[src/rtl/ttw_pkg.sv]
// shared types and constants for the text terminal writer
`timescale 1ns / 1ps
package ttw_pkg;
    localparam int DEF_COLUMNS = 80;
    localparam int DEF_ROWS    = 25;
    localparam logic [7:0] BLANK_CHAR  = 8'h20;
    localparam logic [7:0] CH_BS       = 8'd8;
    localparam logic [7:0] CH_TAB      = 8'd9;
    localparam logic [7:0] CH_LF       = 8'd10;
    localparam logic [7:0] CH_CR       = 8'd13;
    localparam logic [7:0] RESET_COLOR = 8'd15;

    typedef enum logic [2:0] {
        REQ_PUT_CUR = 3'd0,
        REQ_PUT_POS = 3'd1,
        REQ_SET_CUR = 3'd2,
        REQ_CLEAR   = 3'd3,
        REQ_READ    = 3'd4
    } t_req;

    // classified command handed from front to back
    typedef struct packed {
        logic [2:0] req;
        logic [7:0] ch;
        logic [7:0] attr;
        logic [6:0] col;
        logic [4:0] row;
        logic       pos_ok;
    } t_cmd;

    typedef enum logic [3:0] {
        ST_INIT, ST_IDLE, ST_WRITE, ST_RD_WAIT, ST_RD_DONE,
        ST_CHECK, ST_SCR_RD, ST_SCR_WR, ST_SCR_BLANK, ST_CLEAR, ST_OUT
    } t_state;
endpackage

[src/rtl/ttw_front.sv]
// request intake: range check and a two entry command queue
`timescale 1ns / 1ps
module ttw_front import ttw_pkg::*; #(
    parameter int COLUMNS = DEF_COLUMNS,
    parameter int ROWS    = DEF_ROWS
) (
    input  logic       i_clk,
    input  logic       i_rst_n,
    input  logic       i_valid,
    output logic       o_ready,
    input  logic [2:0] i_req_type,
    input  logic [7:0] i_char_code,
    input  logic [7:0] i_char_color,
    input  logic [6:0] i_pos_col,
    input  logic [4:0] i_pos_row,
    output logic       o_cmd_valid,
    input  logic       i_cmd_ready,
    output t_cmd       o_cmd
);
    t_cmd       r_q [2];
    logic       r_wp, r_rp;
    logic [1:0] r_cnt;
    t_cmd       w_cmd;
    logic       w_push, w_pop;

    always_comb begin
        w_cmd.req    = i_req_type;
        w_cmd.ch     = i_char_code;
        w_cmd.attr   = i_char_color;
        w_cmd.col    = i_pos_col;
        w_cmd.row    = i_pos_row;
        w_cmd.pos_ok = ({25'd0, i_pos_col} < COLUMNS) && ({27'd0, i_pos_row} < ROWS);
    end

    assign o_ready     = (r_cnt != 2'd2);
    assign o_cmd_valid = (r_cnt != 2'd0);
    assign o_cmd       = r_q[r_rp];
    assign w_push      = i_valid && o_ready;
    assign w_pop       = o_cmd_valid && i_cmd_ready;

    always_ff @(posedge i_clk) begin
        if (w_push) r_q[r_wp] <= w_cmd;
        if (!i_rst_n) begin
            r_wp  <= 1'b0;
            r_rp  <= 1'b0;
            r_cnt <= 2'd0;
        end else begin
            if (w_push) r_wp <= ~r_wp;
            if (w_pop)  r_rp <= ~r_rp;
            r_cnt <= r_cnt + {1'b0, w_push} - {1'b0, w_pop};
        end
    end
endmodule

[config.mk]
export PLATFORM = sky130hd
export DESIGN_NAME = ttw_front
export DESIGN_NICKNAME = d
export VERILOG_FILES = /design/src/rtl/ttw_pkg.sv /design/src/rtl/ttw_front.sv
export SDC_FILE = /design/constraint.sdc
export NUM_CORES = 1
export LEC_CHECK = 0
export BUFFER_PORTS_ARGS = -buffer_cell sky130_fd_sc_hd__buf_4
export CORE_MARGIN = 4
export CORE_UTILIZATION = 40
export CTS_CLUSTER_SIZE = 8
export DETAILED_ROUTE_END_ITERATION = 7
export HOLD_SLACK_MARGIN = 0.15
export PLACE_DENSITY = 0.74
export SYNTH_ARGS = -nofsm -noshare
export SYNTH_HDL_FRONTEND = slang
export SYNTH_SLANG_ARGS = --single-unit
[constraint.sdc]
create_clock -name i_clk -period 3.81 [get_ports i_clk]
set_input_delay 0.381 -clock i_clk [delete_from_list [all_inputs] [get_ports i_clk]]
set_output_delay 0.381 -clock i_clk [all_outputs]
set_load 0.05 [all_outputs]
==> summary.txt, run 1 <==
Yosys
  – Top cell types by occurrence after synthesis: edfxtp_1 (64), mux2_2 (30), dfxtp_1 (5), and2_1 (4), buf_6 (3)
  – Synth Area in Compound Gates: 0.0259
  – Area contributors post-synth: edfxtp_1 (74%), mux2_2 (13%), dfxtp_1 (3.8%)
  – Top cell type's share of synthesized area: 0.738
  – Avg Inst Size Synth: 19.7 µm²
  – Largest family of logic cells by synthesized area: multiplexers
  – Syn_nets: 168
  – Share of flip-flops with an asynchronous set or reset: 0
  – Register area share after synthesis: 0.777
  – Synth Flop Type: edfxtp_1
  – Synth unique cells: 26
  – Cell Area, Synth: 2600 µm²
  – Ys Warns: 0
  – Syn Inst Count: 132
  – Top-count cell post-synth: edfxtp_1
  – Post-synth EDFFs: 64
  – Post-Synth Adder-Cell Area: 0.00481
  – Post-synth top area cell: edfxtp_1
  – Post-synthesis simple-gate area fraction: 0.0308
  – Synth Area in XOR/XNOR: 0.00336
  – Yosys reg bits: 69
  – Multiplexer share of the synthesized area: 0.142

Power
  – Power Dens Cells: 669 nW/µm²
  – Max IR drop VDD: 0.357 mV
  – Leakage: 0.00127 µW

STA
  – Worst-Margin Slew: 0.639 ns
  – Worst hold slack: 0.229 ns
  – Relative slew slack: 0.574
  – Setup tns final: 0 ns
  – Setup violators final: 0
  – Final hold vios: 0
  – RSZ-0062 raised after global routing: false
  – Period utilization: 0.628
  – Tmin final: 2.39 ns
  – FMAX: 418 MHz
  – Skew final: 0.00661 ns
  – Slew Viols, Final: 0

Layout
  – Layout cells sized above 1: 0.526
  – Final Util: 0.530
  – Post-layout instance area: 3360 µm²
  – # nets final: 246
  – Area grow syn2layout: 29.2%
  – Fillers: 530
  – # diodes: 0

Die
  – FP Rows: 29
  – Die width: 88.7 µm
  – Core Footprint: 6350 µm²
  – Total die area: 7860 µm²
  – DIE HEIGHT: 88.7 µm
  – Starting Density: 0.410
  – IO Count: 69

Critical path
  – Data required, critical path: 3.43 ns
  – WS Path Type: flip-flop to output pin
  – Critical path endpoint category: output pin
  – CP arrival: 2.01 ns
  – RR Startpoint: r_cnt[0]
  – Peak fanout along the critical path: 18
  – Crit path capture: o_cmd[13]
  – Worst r2r path cells: 4
  – R2r endpoint: r_q[0][10]
  – CP Launch Type: flip-flop
  – Reg2reg setup slack: 1.84 ns

Routing
  – Router iterations before antenna repair: 3
  – Vias per std cell: 4.85
  – Routed WL: 4770 µm
  – # DRC: 0
  – Initial DRC count: 47
  – Vias: 1407
  – Final ANT Viol Nets: 0
  – Routed len/inst: 16.5 µm

Clocking
  – Reg clk slew, reported paths: 0.07 ns
  – Clock Sinks: 69
  – Worst-Skew Late Latency: 0.33 ns
  – PostCTS Resize Cnt: 0
  – H-tree levels: 3
  – CTS tree: built
  – Total CTS buffers: 9
  – Post-CTS Hold Buffers: 0
  – Clock buffer depth: 2
  – Setup bufs post-CTS: 0
  – Clock Root Buffer: clkbuf_8

Flow run
  – MaxCap Viol Count: 0

Global route
  – Largest net degree at the start of global routing: 22
  – Gr ovfl total: 0
  – GRT Util Overall: 0.127
  – Vias in the first global route: 1448
  – Initial antenna violation count: 0
  – First-pass GRT wire length: 7090 µm

Outcome
  – Status: finished clean

Placement
  – Input/output buffers: 68
  – GPL Wtd Cong: 0.727
  – Post-DP Area: 3190 µm²
  – HPWL after detailed placement: 3270 µm

Min path
  – HP Class: primary input to flip-flop
==> per-stage QoR <==
stage                     worst slack (ns)  std cells  power [µW]
after floorplan                       1.58        132        1530
after CTS                             1.34        290        2280
after detailed placement              1.70        276        1740
after global placement                1.71        276        1740
final                                 1.42        290        2250
after global routing                  1.25        290        2350
==> power by group <==
| part | internal, µW | total (µW) | switching [µW] |
|---|---|---|---|
| clock network | 289 | 533 | 244 |
| registers | 923 | 967 | 43.7 |
| logic | 263 | 749 | 486 |
==> flip-flops by register name, summed over array words and instances, names as in the netlist, named ones only <==
name,cells
r_q,64
r_cnt,2
r_rp,1
r_wp,1
==> cells by family after synthesis <==
logic type               Yosys count
flip-flops                        69
multiplexers                      33
AND/OR/NAND/NOR                   14
AO/OA/AOI/OAI                      9
buffers and inverters              5
XOR/XNOR                           1
adder cells (fa/ha/maj)            1
==> layout by cell type, fill, tap and decap left out <==
cell type / instances
and2_1: 4
inv_1: 1
bufinv_16: 1
nand2b_1: 2
clkbuf_8: 9
xnor2_1: 1
mux2_2: 30
mux2i_1: 1
a21boi_1: 1
ha_1: 1
mux2_1: 2
buf_4: 71
nor2_1: 2
nand2_1: 1
nand3b_1: 1
a32oi_1: 1
and3_1: 1
clkbuf_1: 1
a21bo_1: 2
o21ai_0: 2
o311ai_0: 1
or2_2: 1
nand3_1: 1
nor2b_1: 1
a211oi_1: 1
clkinv_1: 3
dfxtp_1: 5
edfxtp_1: 64
o21ai_1: 1
==> metal layers <==
| layer | GRT usage | wire (µm) | vias up |
|---|---|---|---|
| li1 | - | - | 666 |
| met1 | 0.147 | 1950 | 686 |
| met2 | 0.199 | 2390 | 46 |
| met3 | 0.0577 | 338 | 9 |
| met4 | 0.0659 | 93 | 0 |
| met5 | 0 | 0 | - |
==> worst min-delay path by stage <==
stage             startpoint          to  depth (start not counted)  slack (ns)
2_1_floorplan   i_pos_col[4]  r_q[0][10]                          0        0.48
3_3_place_gp            r_wp        r_wp                          2        0.54
3_5_place_dp            r_wp        r_wp                          2        0.57
4_1_cts        i_req_type[1]  r_q[0][30]                          1        0.21
5_1_grt         i_pos_col[0]   r_q[0][6]                          1        0.20
6_report       i_req_type[1]  r_q[0][30]                          1        0.23
==> worst max-delay path: stages (launching register included) <==
cell and delay (ns):
dfxtp_1 0.72, buf_4 0.37, mux2_2 0.39, buf_4 0.19
==> layout make-up <==
type | count | area [µm²] | share of cell area
inverter | 1 | 3.75 | 0.00112
clock inverter | 4 | 41.3 | 0.0123
tap | 77 | 96.3 | 0.0286
multi-input combinational | 58 | 539 | 0.160
clock buffer | 10 | 128 | 0.0379
timing repair buffer | 71 | 533 | 0.158
sequential | 69 | 2020 | 0.601
Note: power is estimated with default switching activity, not from simulation.
==> run 2: changes to the inputs <==
--- a/config.mk
+++ b/config.mk
@@ -11,7 +11,7 @@
 export CTS_CLUSTER_SIZE = 8
 export DETAILED_ROUTE_END_ITERATION = 7
 export HOLD_SLACK_MARGIN = 0.15
-export PLACE_DENSITY = 0.74
+export PLACE_DENSITY = 0.77
 export SYNTH_ARGS = -nofsm -noshare
 export SYNTH_HDL_FRONTEND = slang
 export SYNTH_SLANG_ARGS = --single-unit
==> constraint.sdc (replaced) <==
create_clock -name i_clk -period 2.15 [get_ports i_clk]
set_input_delay 0.215 -clock i_clk [delete_from_list [all_inputs] [get_ports i_clk]]
set_output_delay 0.215 -clock i_clk [all_outputs]
set_load 0.05 [all_outputs]
==> run 2 against run 1 <==
Net effect: via count grew 6.4%; cell area increased by 10%; sequential share of layout area decreased by 5.7 points; clock power grew 84%; routed wire length rose by 9.2%; sequential power rose by 77%; register-to-register slack lost 1.3 ns; highest routed layer unchanged.
==> summary.txt, run 2 (same netlist as run 1, synthesis figures left out) <==
Outcome
  – Status: finished clean (unchanged)

Min path
  – WHS Endpoint: r_wp (was r_q[0][30])
  – Hold_sp: i_valid (was i_req_type[1])
  – HP Class: primary input to flip-flop (unchanged)
  – WHS Path Cells: 3 (was 1)

Clocking
  – Clock Sinks: 69 (unchanged)
  – Total CTS buffers: 9 (unchanged)
  – PostCTS Resize Cnt: 0 (unchanged)
  – CTS tree: built (unchanged)
  – Worst-Skew Late Latency: 0.32 ns (was 0.33 ns)
  – Clock buffer depth: 2 (unchanged)
  – Setup bufs post-CTS: 0 (unchanged)
  – Post-CTS Hold Buffers: 32 (was 0)
  – H-tree levels: 3 (unchanged)
  – Clock Root Buffer: clkbuf_8 (unchanged)
  – Reg clk slew, reported paths: 0.07 ns (about the same)

Layout
  – Area grow syn2layout: 42.7% (was 29.2%)
  – Biggest regs: r_q (64), r_cnt (2) (unchanged)
  – Fillers: 493 (was 530)
  – Final Util: 0.585 (was 0.530)
  – Layout cells sized above 1: 0.480 (was 0.526)
  – # nets final: 278 (was 246)
  – Most common cell after layout, fill and taps aside: buf_4 (unchanged)
  – Max reg flops: 64 (unchanged)
  – Commonest non-fill, non-tap cells in the layout: buf_4 (70), edfxtp_1 (64), dlygate4sd3_1 (32) (was buf_4 (71), edfxtp_1 (64), mux2_2 (30))
  – Most flop-heavy register: r_q (unchanged)
  – # diodes: 0 (unchanged)

Die
  – Starting Density: 0.410 (unchanged)
  – IO Count: 69 (unchanged)
  – Total die area: 7860 µm² (unchanged)
  – Die width: 88.7 µm (unchanged)
  – DIE HEIGHT: 88.7 µm (unchanged)
  – Core Footprint: 6350 µm² (unchanged)
  – FP Rows: 29 (unchanged)

Routing
  – Vias per std cell: 4.63 (was 4.85)
  – Vias: 1497 (was 1407)
  – Router iterations before antenna repair: 4 (was 3)
  – Final ANT Viol Nets: 0 (unchanged)
  – Initial DRC count: 37 (was 47)
  – # DRC: 0 (unchanged)
  – Routed WL: 5210 µm (was 4770 µm)
  – Routed len/inst: 16.1 µm (was 16.5 µm)

Critical path
  – Peak fanout along the critical path: 25 (was 18)
  – CP cell instances: buf_12, mux2_2, buf_4 (was buf_4, mux2_2, buf_4)
  – Critical-path top delay cell: dfxtp_1 (unchanged)
  – Delay-heaviest family, CP: flip-flops (unchanged)
  – CP Launch Type: flip-flop (unchanged)
  – Data required, critical path: 1.93 ns (was 3.43 ns)
  – R2r endpoint: r_q[1][29] (was r_q[0][10])
  – WS Path Type: flip-flop to output pin (unchanged)
  – CP bufs+invs: 2 (unchanged)
  – Worst r2r path cells: 3 (was 4)
  – RR Startpoint: r_cnt[0] (unchanged)
  – Critical path endpoint category: output pin (unchanged)
  – CP arrival: 1.69 ns (was 2.01 ns)
  – Reg2reg setup slack: 0.54 ns (was 1.84 ns)
  – Crit-path max cell delay: 0.55 ns (was 0.72 ns)

Power
  – Final Power: 4090 µW (was 2250 µW)
  – Power Dens Cells: 1100 nW/µm² (was 669 nW/µm²)
  – Leakage: 0.00141 µW (was 0.00127 µW)
  – Max IR drop VDD: 0.613 mV (was 0.357 mV)

Placement
  – Input/output buffers: 68 (unchanged)
  – HPWL after detailed placement: 3350 µm (was 3270 µm)
  – GPL Wtd Cong: 0.703 (was 0.727)

STA
  – Setup tns final: 0 ns (unchanged)
  – RSZ-0062 raised after global routing: false (unchanged)
  – Worst-Margin Slew: 0.442 ns (was 0.639 ns)
  – Worst hold slack: 0.234 ns (was 0.229 ns)
  – Tmin final: 1.90 ns
  – Skew final: 0.00817 ns (was 0.00661 ns)
  – Setup violators final: 0 (unchanged)
  – Slew Viols, Final: 0 (unchanged)
  – FMAX: 526 MHz
  – Relative slew slack: 0.706 (was 0.574)
  – Final hold vios: 0 (unchanged)
  – Period utilization: 0.885

Global route
  – First-pass GRT wire length: 7760 µm (was 7090 µm)
  – Initial antenna violation count: 0 (unchanged)
  – Vias in the first global route: 1626 (was 1448)
  – GRT Util Overall: 0.139 (was 0.127)
  – Largest net degree at the start of global routing: 33 (was 22)
  – Gr ovfl total: 0 (unchanged)

Flow run
  – MaxCap Viol Count: 0 (unchanged)
[run 2: changes by cell type in the layout (fill, tap and decap cells not counted), sizes merged]
| cell | previous run | this run |
|---|---|---|
| inv | 1 | 2 |
| dlygate4sd3 | 0 | 32 |
| clkinvlp | 0 | 2 |
| clkbuf | 10 | 9 |
| clkinv | 3 | 2 |
[run 2: cell type report]
class / instances / area [µm²] / share of cell area
clock inverters: 6 / 63.8 / 0.0172
flip-flops and latches: 69 / 2020 / 0.544
clock buffers: 9 / 124 / 0.0333
repair buffers: 103 / 866 / 0.233
multi-input cells: 58 / 541 / 0.145
well taps: 77 / 96.3 / 0.0259
inverters: 1 / 3.75 / 0.00101
[run 2: worst max-delay path by stage]
stage / slack [ns] / cells past startpoint / startpoint / end
after floorplan: 0.04 / 3 / r_cnt[0] / r_q[0][0]
after global placement: 0.57 / 3 / r_cnt[0] / r_q[1][6]
after detailed placement: 0.56 / 3 / flip-flop / o_cmd[3]
after CTS: 0.19 / 3 / flip-flop / o_cmd[3]
after global routing: 0.17 / 3 / flip-flop / o_cmd[3]
final: 0.25 / 3 / flip-flop / o_cmd[3]
[run 2: metal layers]
layer | track usage | share of wire
met1 | 0.146 | 0.39
met2 | 0.256 | 0.54
met3 | 0.0354 | 0.052
met4 | 0.0701 | 0.015
met5 | 0 | 0
[run 2: through the flow]
step | setup WS (ns) | instances | area (µm²)
final | 0.248 | 323 | 3720
after global routing | 0.170 | 323 | 3720
after CTS | 0.192 | 323 | 3720
after detailed placement | 0.556 | 276 | 3210
after global placement | 0.573 | 276 | 3210
after floorplan | 0.0383 | 132 | 2610
[run 2: power breakdown]
group / switching (µW) / internal (µW) / total, µW
clock: 452 / 528 / 981
sequential: 71.1 / 1640 / 1710
combinational: 887 / 520 / 1410
total: 1410 / 2680 / 4090
[run 2: worst min-delay path, delay by kind of cell]
family | cells | cell delay [ns]
AO/OA/AOI/OAI | 2 | 0.17
buffers and inverters | 1 | 0.12
